File: src/sv/bbl_pkg.sv
`default_nettype none

package bbl_pkg;

    localparam int KEY_W   = 32;
    localparam int BYTES_W = 32;
    localparam int BUDGET_W = 37;
    localparam int CNT_W   = 5;

    localparam logic [BUDGET_W-1:0] USED_MAX = {BUDGET_W{1'b1}};
    localparam logic [CNT_W-1:0]    CNT_MAX  = {CNT_W{1'b1}};

    localparam logic [1:0] CMD_PUT   = 2'd0;
    localparam logic [1:0] CMD_GET   = 2'd1;
    localparam logic [1:0] CMD_CLEAR = 2'd2;
    localparam logic [1:0] CMD_NOP   = 2'd3;

    typedef struct packed {
        logic [1:0]         cmd;
        logic [KEY_W-1:0]   key;
        logic [BYTES_W-1:0] entry_bytes;
    } req_t;

    typedef struct packed {
        logic                hit;
        logic [CNT_W-1:0]    evicted_count;
        logic [BUDGET_W-1:0] used_bytes;
        logic [CNT_W-1:0]    entries_used;
    } rsp_t;

    typedef logic [BUDGET_W-1:0] cfg_t;

    typedef struct packed {
        logic [KEY_W-1:0]   key;
        logic [BYTES_W-1:0] bytes;
    } entry_t;

    typedef enum logic [2:0] {
        OP_NONE  = 3'd0,
        OP_CLEAR = 3'd1,
        OP_MATCH = 3'd2,
        OP_MOVE  = 3'd3,
        OP_DROP  = 3'd4,
        OP_SHIFT = 3'd5
    } cell_op_t;

    typedef struct packed {
        cell_op_t         op;
        logic [KEY_W-1:0] key;
        logic             any_hit;
    } cell_ctrl_t;

endpackage

`default_nettype wire

File: src/sv/bbl_cell.sv
`default_nettype none

module bbl_cell (
    input  wire logic               clk,
    input  wire logic               rst_n,
    input  wire bbl_pkg::cell_ctrl_t ctrl,
    input  wire bbl_pkg::entry_t    prev_entry,
    input  wire logic               prev_valid,
    input  wire logic               next_valid,
    input  wire logic               pre_in,
    output bbl_pkg::entry_t         entry,
    output logic                    valid,
    output logic                    pre_out,
    output logic                    hit_sel,
    output logic                    is_last
);

    bbl_pkg::entry_t entry_reg;
    bbl_pkg::entry_t entry_next;
    logic            valid_reg;
    logic            valid_next;
    logic            match_reg;
    logic            match_next;

    assign entry   = entry_reg;
    assign valid   = valid_reg;
    assign pre_out = pre_in | match_reg;
    assign hit_sel = match_reg & ~pre_in;
    assign is_last = valid_reg & ~next_valid;

    always_comb
    begin
        entry_next = entry_reg;
        valid_next = valid_reg;
        match_next = match_reg;
        unique case (ctrl.op)
            bbl_pkg::OP_NONE:
            begin
            end
            bbl_pkg::OP_CLEAR:
            begin
                valid_next = 1'b0;
            end
            bbl_pkg::OP_MATCH:
            begin
                match_next = valid_reg && (entry_reg.key == ctrl.key);
            end
            bbl_pkg::OP_MOVE:
            begin
                if (ctrl.any_hit && !pre_in)
                begin
                    entry_next = prev_entry;
                end
            end
            bbl_pkg::OP_DROP:
            begin
                if (is_last)
                begin
                    valid_next = 1'b0;
                end
            end
            bbl_pkg::OP_SHIFT:
            begin
                entry_next = prev_entry;
                valid_next = prev_valid;
            end
            default:
            begin
            end
        endcase
    end

    always_ff @(posedge clk or negedge rst_n)
    begin
        if (!rst_n)
        begin
            valid_reg <= 1'b0;
            match_reg <= 1'b0;
        end
        else
        begin
            valid_reg <= valid_next;
            match_reg <= match_next;
        end
    end

    always_ff @(posedge clk)
    begin
        entry_reg <= entry_next;
    end

endmodule

`default_nettype wire

File: config.mk
export PLATFORM = sky130hd
export DESIGN_NAME = bbl_cell
export DESIGN_NICKNAME = d
export VERILOG_FILES = /design/src/sv/bbl_pkg.sv /design/src/sv/bbl_cell.sv
export SDC_FILE = /design/constraint.sdc
export NUM_CORES = 1
export LEC_CHECK = 0
export BUFFER_PORTS_ARGS = -buffer_cell sky130_fd_sc_hd__buf_2
export CORE_MARGIN = 1
export CORE_UTILIZATION = 40
export DETAILED_ROUTE_END_ITERATION = 10
export GPL_ROUTABILITY_DRIVEN = 0
export GPL_TIMING_DRIVEN = 1
export HOLD_SLACK_MARGIN = 0.15
export PLACE_DENSITY = 0.87
export SYNTH_ARGS = -nofsm -noshare
export SYNTH_HDL_FRONTEND = slang
export SYNTH_SLANG_ARGS = --single-unit
File: constraint.sdc
create_clock -name clk -period 1.4 [get_ports clk]
set_input_delay 0.14 -clock clk [delete_from_list [all_inputs] [get_ports clk]]
set_output_delay 0.14 -clock clk [all_outputs]
set_load 0.01 [all_outputs]
Yosys cells after proc, flatten, opt, wreduce, memory -nomap -nowiden
Index checks and enable logic that the tools add are counted.
- input port bits: 105
- word-level logic and storage cells: 28
- output and inout port bits: 68
- bits in registers: 66
- muxes and demuxes: 4
- reductions and logical operators: 7
- eq/ne operators: 8
- bitwise gates (word level): 5
- operator list (kind ; number):
    case mux 64 bit (2 select lines) ; 1
    2-to-1 mux 64 bit ; 1
    equality test 32 bit ; 1
    equality test 3 x 2 -> 1 bit (second input constant) ; 2
    equality test 3 bit (second input constant) ; 2
    inequality test 2 bit (second input constant) ; 2
    AND reduction 2 bit ; 2
    equality test 3 x 1 -> 1 bit (second input constant) ; 1
    case mux 1 bit (3 select lines) ; 1
    nonzero test 3 bit ; 1
    AND 1 bit ; 2
    logical AND 1 bit ; 2
    NOT 1 bit ; 2
    nonzero test 2 bit ; 1
    zero test 1 bit ; 1
    2-to-1 mux 1 bit ; 1
    OR 1 bit ; 1

Logic depth before layout (Yosys ltp)
- depth in word-level cells: 4
- mapped depth: 4

Least setup slack after synthesis
No wires, ideal clock.
- path kind: input -> register
- start point: in ctrl[35] (netlist bit)
- end point: reg entry_reg, in the netlist entry[0], enable pin
- library setup time: 0.427 ns
- stages on the path: 2
- buffers on the path: 0
- data arrival time: 1.919 ns
- setup slack: -0.946 ns
- required time: 0.973 ns
- cells stage by stage: nor4bb_1 > o21a_1
- cells in the longest elaborated chain, start to end: 3
- elaborated cells between the ends (all ways): 5
- classes of those cells: eq/ne: 3; reduce/logical: 2
- ends and longest elaborated chain (element ; line ; RTL):
    start, declared ; bbl_cell.sv:6 ; input wire bbl_pkg::cell_ctrl_t ctrl,
    equality test 3 x 2 -> 1 bit / equality test 3 bit (equally long branches) ; bbl_cell.sv:36 ; unique case (ctrl.op)
    inequality test 2 bit (no source line) / nonzero test 2 bit (equally long branches) ; -- ;
    AND reduction 2 bit (no source line) (*) ; -- ;
    end signal, assigned ; bbl_cell.sv:89 ; entry_reg <= entry_next;
    end, declared ; bbl_cell.sv:18 ; bbl_pkg::entry_t entry_reg;
Every way passes the cells marked *; elsewhere a longest branch is shown, timed or not.
A chain may end at the register's enable or synchronous reset.

Worst setup path after layout
- start point: reg entry_reg, in the netlist entry[40]
- end point: reg match_reg
- cells in the longest elaborated chain, start to end: 2
- ends and longest elaborated chain (element ; line ; RTL):
    equality test 32 bit ; bbl_cell.sv:46 ; match_next = valid_reg && (entry_reg.key == ctrl.key);
    logical AND 1 bit ; bbl_cell.sv:46 ;
    end signal, assigned ; bbl_cell.sv:83 ; match_reg <= match_next;
    end, declared ; bbl_cell.sv:22 ; logic match_reg;
Every way passes these cells.

==> summary.md <==
The buffer levels on the longest clock path was 2. The run gives 4920 um as the detailed placement HPWL. STA classifies the critical path endpoint as a register.

The floorplan has 27 rows. The H-tree generated during clock tree synthesis spans 3 levels. Based on the critical path, the design can be clocked at up to 719 MHz.

The worst setup path is of the register to register kind. By area the synthesized netlist is led by sky130_fd_sc_hd__edfxtp_1 79%, sky130_fd_sc_hd__xor2_1 11%, sky130_fd_sc_hd__dfrtp_1 2.1%, sky130_fd_sc_hd__nor4_1 1.8%, sky130_fd_sc_hd__nor2b_1 0.52%. Cell taking the most area after synthesis: sky130_fd_sc_hd__edfxtp_1. In the synthesized netlist the dominant register cell turns out to be sky130_fd_sc_hd__edfxtp_1. After layout, the worst path uses 99.3% of the clock period.

The run gives 24.9% as the overall global routing resource usage. STA puts the critical path data required time at 1650 ps. For the max-capacitance violation count, the log shows 0. At the end of the flow, the number of nets in the layout was 487.

TritonCTS built the clock tree. Once the floorplan was initialized, standard cells occupied 42.6% of the core. The initial DRC count was 112; the height of the chip was 79.8 um.

The overall power after layout was 4.82 mW. Buffers inserted during clock tree synthesis total 9. For the setup violation total in the final timing report, the log shows 0. The post-detailed-route via-to-cell ratio was 4.72. The worst path in the final design needs a cycle of 1390 ps, including I/O delays and setup. The setup slack after placement came out at -31.6 ps. The core region is 5680 sq um.

The clock transition time at the flip-flop clock pins of the worst setup and hold paths was 80 ps; the average routed wire per standard cell was 17.0 um. The tightest min-delay check is of the input port to register type. The final routed wirelength across all metal layers was 7800 um; the die extent in x was 79.8 um. The synthesis-to-layout area growth came out at 82.1%. The number of global-route vias before repair was 2267. The area of the die was 6360 sq um. The run gives 20 as the count of different cell masters after synthesis. The register with the most flip-flops in the layout has 64 of them. In the routed design, unresolved DRC markers number 0. The number of clock sinks seen by CTS was 66.

The minimum setup slack in the final design was 9.50 ps; the transition at the pin with the smallest max-transition slack was 296 ps. The initial antenna violation count was 0. Yosys instantiated no cell more often than sky130_fd_sc_hd__edfxtp_1.

The total count of max-transition violations in the final report was 0; the mean instance size in the synthesized netlist was 19.7 sq um. First-pass GRT wire length: 11100 um. For this design the ratio of total power to cell area is 1090 nW/um^2.

The pre-antenna-repair detailed-routing pass consisted of 4 iterations. 0 antenna diodes ended up in the layout. Clock tree root driver cell: sky130_fd_sc_hd__clkbuf_8.

Entering global routing, the biggest net connects 31 pins. The number of instances in the synthesized netlist was 123; the total of warnings raised by yosys was 0. The setup total negative slack was 0 ps; the proportion of layout cells with a drive suffix above 1 was 52.5%. At the worst endpoint, the arrival time is 1640 ps. The share of Yosys cell area claimed by the top area cell type was 79.4%.

For this run the aggregate overflow at the end of global routing stands at 0. The overall via count from detail_route was 2167; the final clock skew was 4.92 ps. The number of hold violations in the final report came out at 0. The number of synthesized register bits came out at 66. In this run the remaining antenna-violating nets after routing total 0.

Counting the fill cells in the layout gives 336. Cells fill 77.6% of the core in the end. Setup repair after global routing could not meet its margin everywhere.

Port buffering added 172 buffers. IR analysis of the VDD net gives a maximum drop of 0.000757 V. The standby leakage power is 1.92 nW, and the post-synthesis instance area is 2420 sq um. The number of nets handed over by synthesis was 228. The proportion of synthesized chip area in sequential cells is 81.5%. Measured against its own limit, the worst slew margin works out to 80.0%. The highest net fanout along the worst path works out to 2.

The tools report the insertion delay of the later-clocked pin in the worst-skew pair as 340 ps. The worst setup path is launched from a register. The number of enable-type register cells in the synthesized netlist was 64. The flow ran to the end, and the final reports show no timing, DRC or antenna violations. The share of async-settable or async-resettable flops after synthesis came out at 3.03%.

After synthesis, the most frequently instantiated cells are 64 x sky130_fd_sc_hd__edfxtp_1, 31 x sky130_fd_sc_hd__xor2_1, 7 x sky130_fd_sc_hd__nor4_1. The number of top-level pins was 173.
==> final cells by class <==
class | instances | area (sq um) | share of cell area (%)
Clock buffer | 9 | 124 | 2.81
Clock inverter | 7 | 103 | 2.33
Inverter | 1 | 3.75 | 0.0852
Multi-Input combinational cell | 56 | 483 | 11.0
Sequential cell | 66 | 1970 | 44.7
Tap cell | 72 | 90.1 | 2.04
Timing Repair Buffer | 248 | 1630 | 37.0
==> worst paths after layout <==
| kind | start | to | slack [ps] | depth (start not counted) |
|---|---|---|---|---|
| worst max-delay path | entry[40] | match_reg | 9 | 4 |
| worst min-delay path | ctrl[33] | match_reg | 230 | 4 |
| worst max register to register | entry[40] | match_reg | 9 | 4 |
| worst min register to register | match_reg | match_reg | 550 | 2 |
| max in group asynchronous | rst_n | valid | 600 | 3 |
| min in group asynchronous | rst_n | match_reg | 670 | 3 |
==> critical path: stages (launching register included) <==
cell                       delay [ps]
sky130_fd_sc_hd__edfxtp_1         420
sky130_fd_sc_hd__xor2_1           170
sky130_fd_sc_hd__nor4_2           290
sky130_fd_sc_hd__nand4_1          170
sky130_fd_sc_hd__o31ai_2          260
==> cell families (layout without fill, tap and decap cells) <==
group           count (synthesis)  in the layout  synth area share [%]
flops                          66             66                  81.5
xor+xnor                       32             32                  11.6
simple gates                   20             20                  5.53
compound gates                  4              4                  1.24
buf+inv                         1            265                 0.155
==> what timing repair did <==
action	CTS	global route
hold endpoints to repair	68	0
setup endpoints to repair	0	1
hold buffers	70	0
setup buffers	0	2
gates resized for setup	0	4
==> placed cells by master (no fill, tap or decap), types with 2 or more instances in the layout <==
master,instances
sky130_fd_sc_hd__buf_12,2
sky130_fd_sc_hd__buf_2,172
sky130_fd_sc_hd__buf_4,4
sky130_fd_sc_hd__bufinv_16,2
sky130_fd_sc_hd__clkbuf_8,9
sky130_fd_sc_hd__clkinv_4,3
sky130_fd_sc_hd__dfrtp_1,2
sky130_fd_sc_hd__dlygate4sd3_1,70
sky130_fd_sc_hd__edfxtp_1,64
sky130_fd_sc_hd__nand2_1,2
sky130_fd_sc_hd__nand3_1,2
sky130_fd_sc_hd__nor2b_1,2
sky130_fd_sc_hd__nor4_1,3
sky130_fd_sc_hd__nor4_2,5
sky130_fd_sc_hd__xor2_1,31
==> layer usage <==
metal | GRT usage, % | share of wire, % | vias up
met4 | 17.7 | 4.8 | 0
met3 | 6.86 | 8.0 | 32
li1 | - | - | 986
met2 | 44.4 | 53 | 128
met5 | 0 | 0 | -
met1 | 24.8 | 34 | 1021
==> through the flow <==
stage	instances	hold WS, ps	area (sq um)
after detailed placement	371	-64.5	3440
after CTS	457	175	4370
after global routing	459	247	4410
after global placement	371	-65.2	3440
final	459	233	4410
after floorplan	123	-156	2430
==> power by group <==
part / internal (mW) / total (mW) / switching, mW / leakage (nW)
registers: 2.30 / 2.36 / 0.0571 / 0.617
clock network: 1.02 / 1.80 / 0.779 / 0.110
logic: 0.376 / 0.666 / 0.289 / 1.19
No activity file was read; power rests on OpenSTA's default activity.
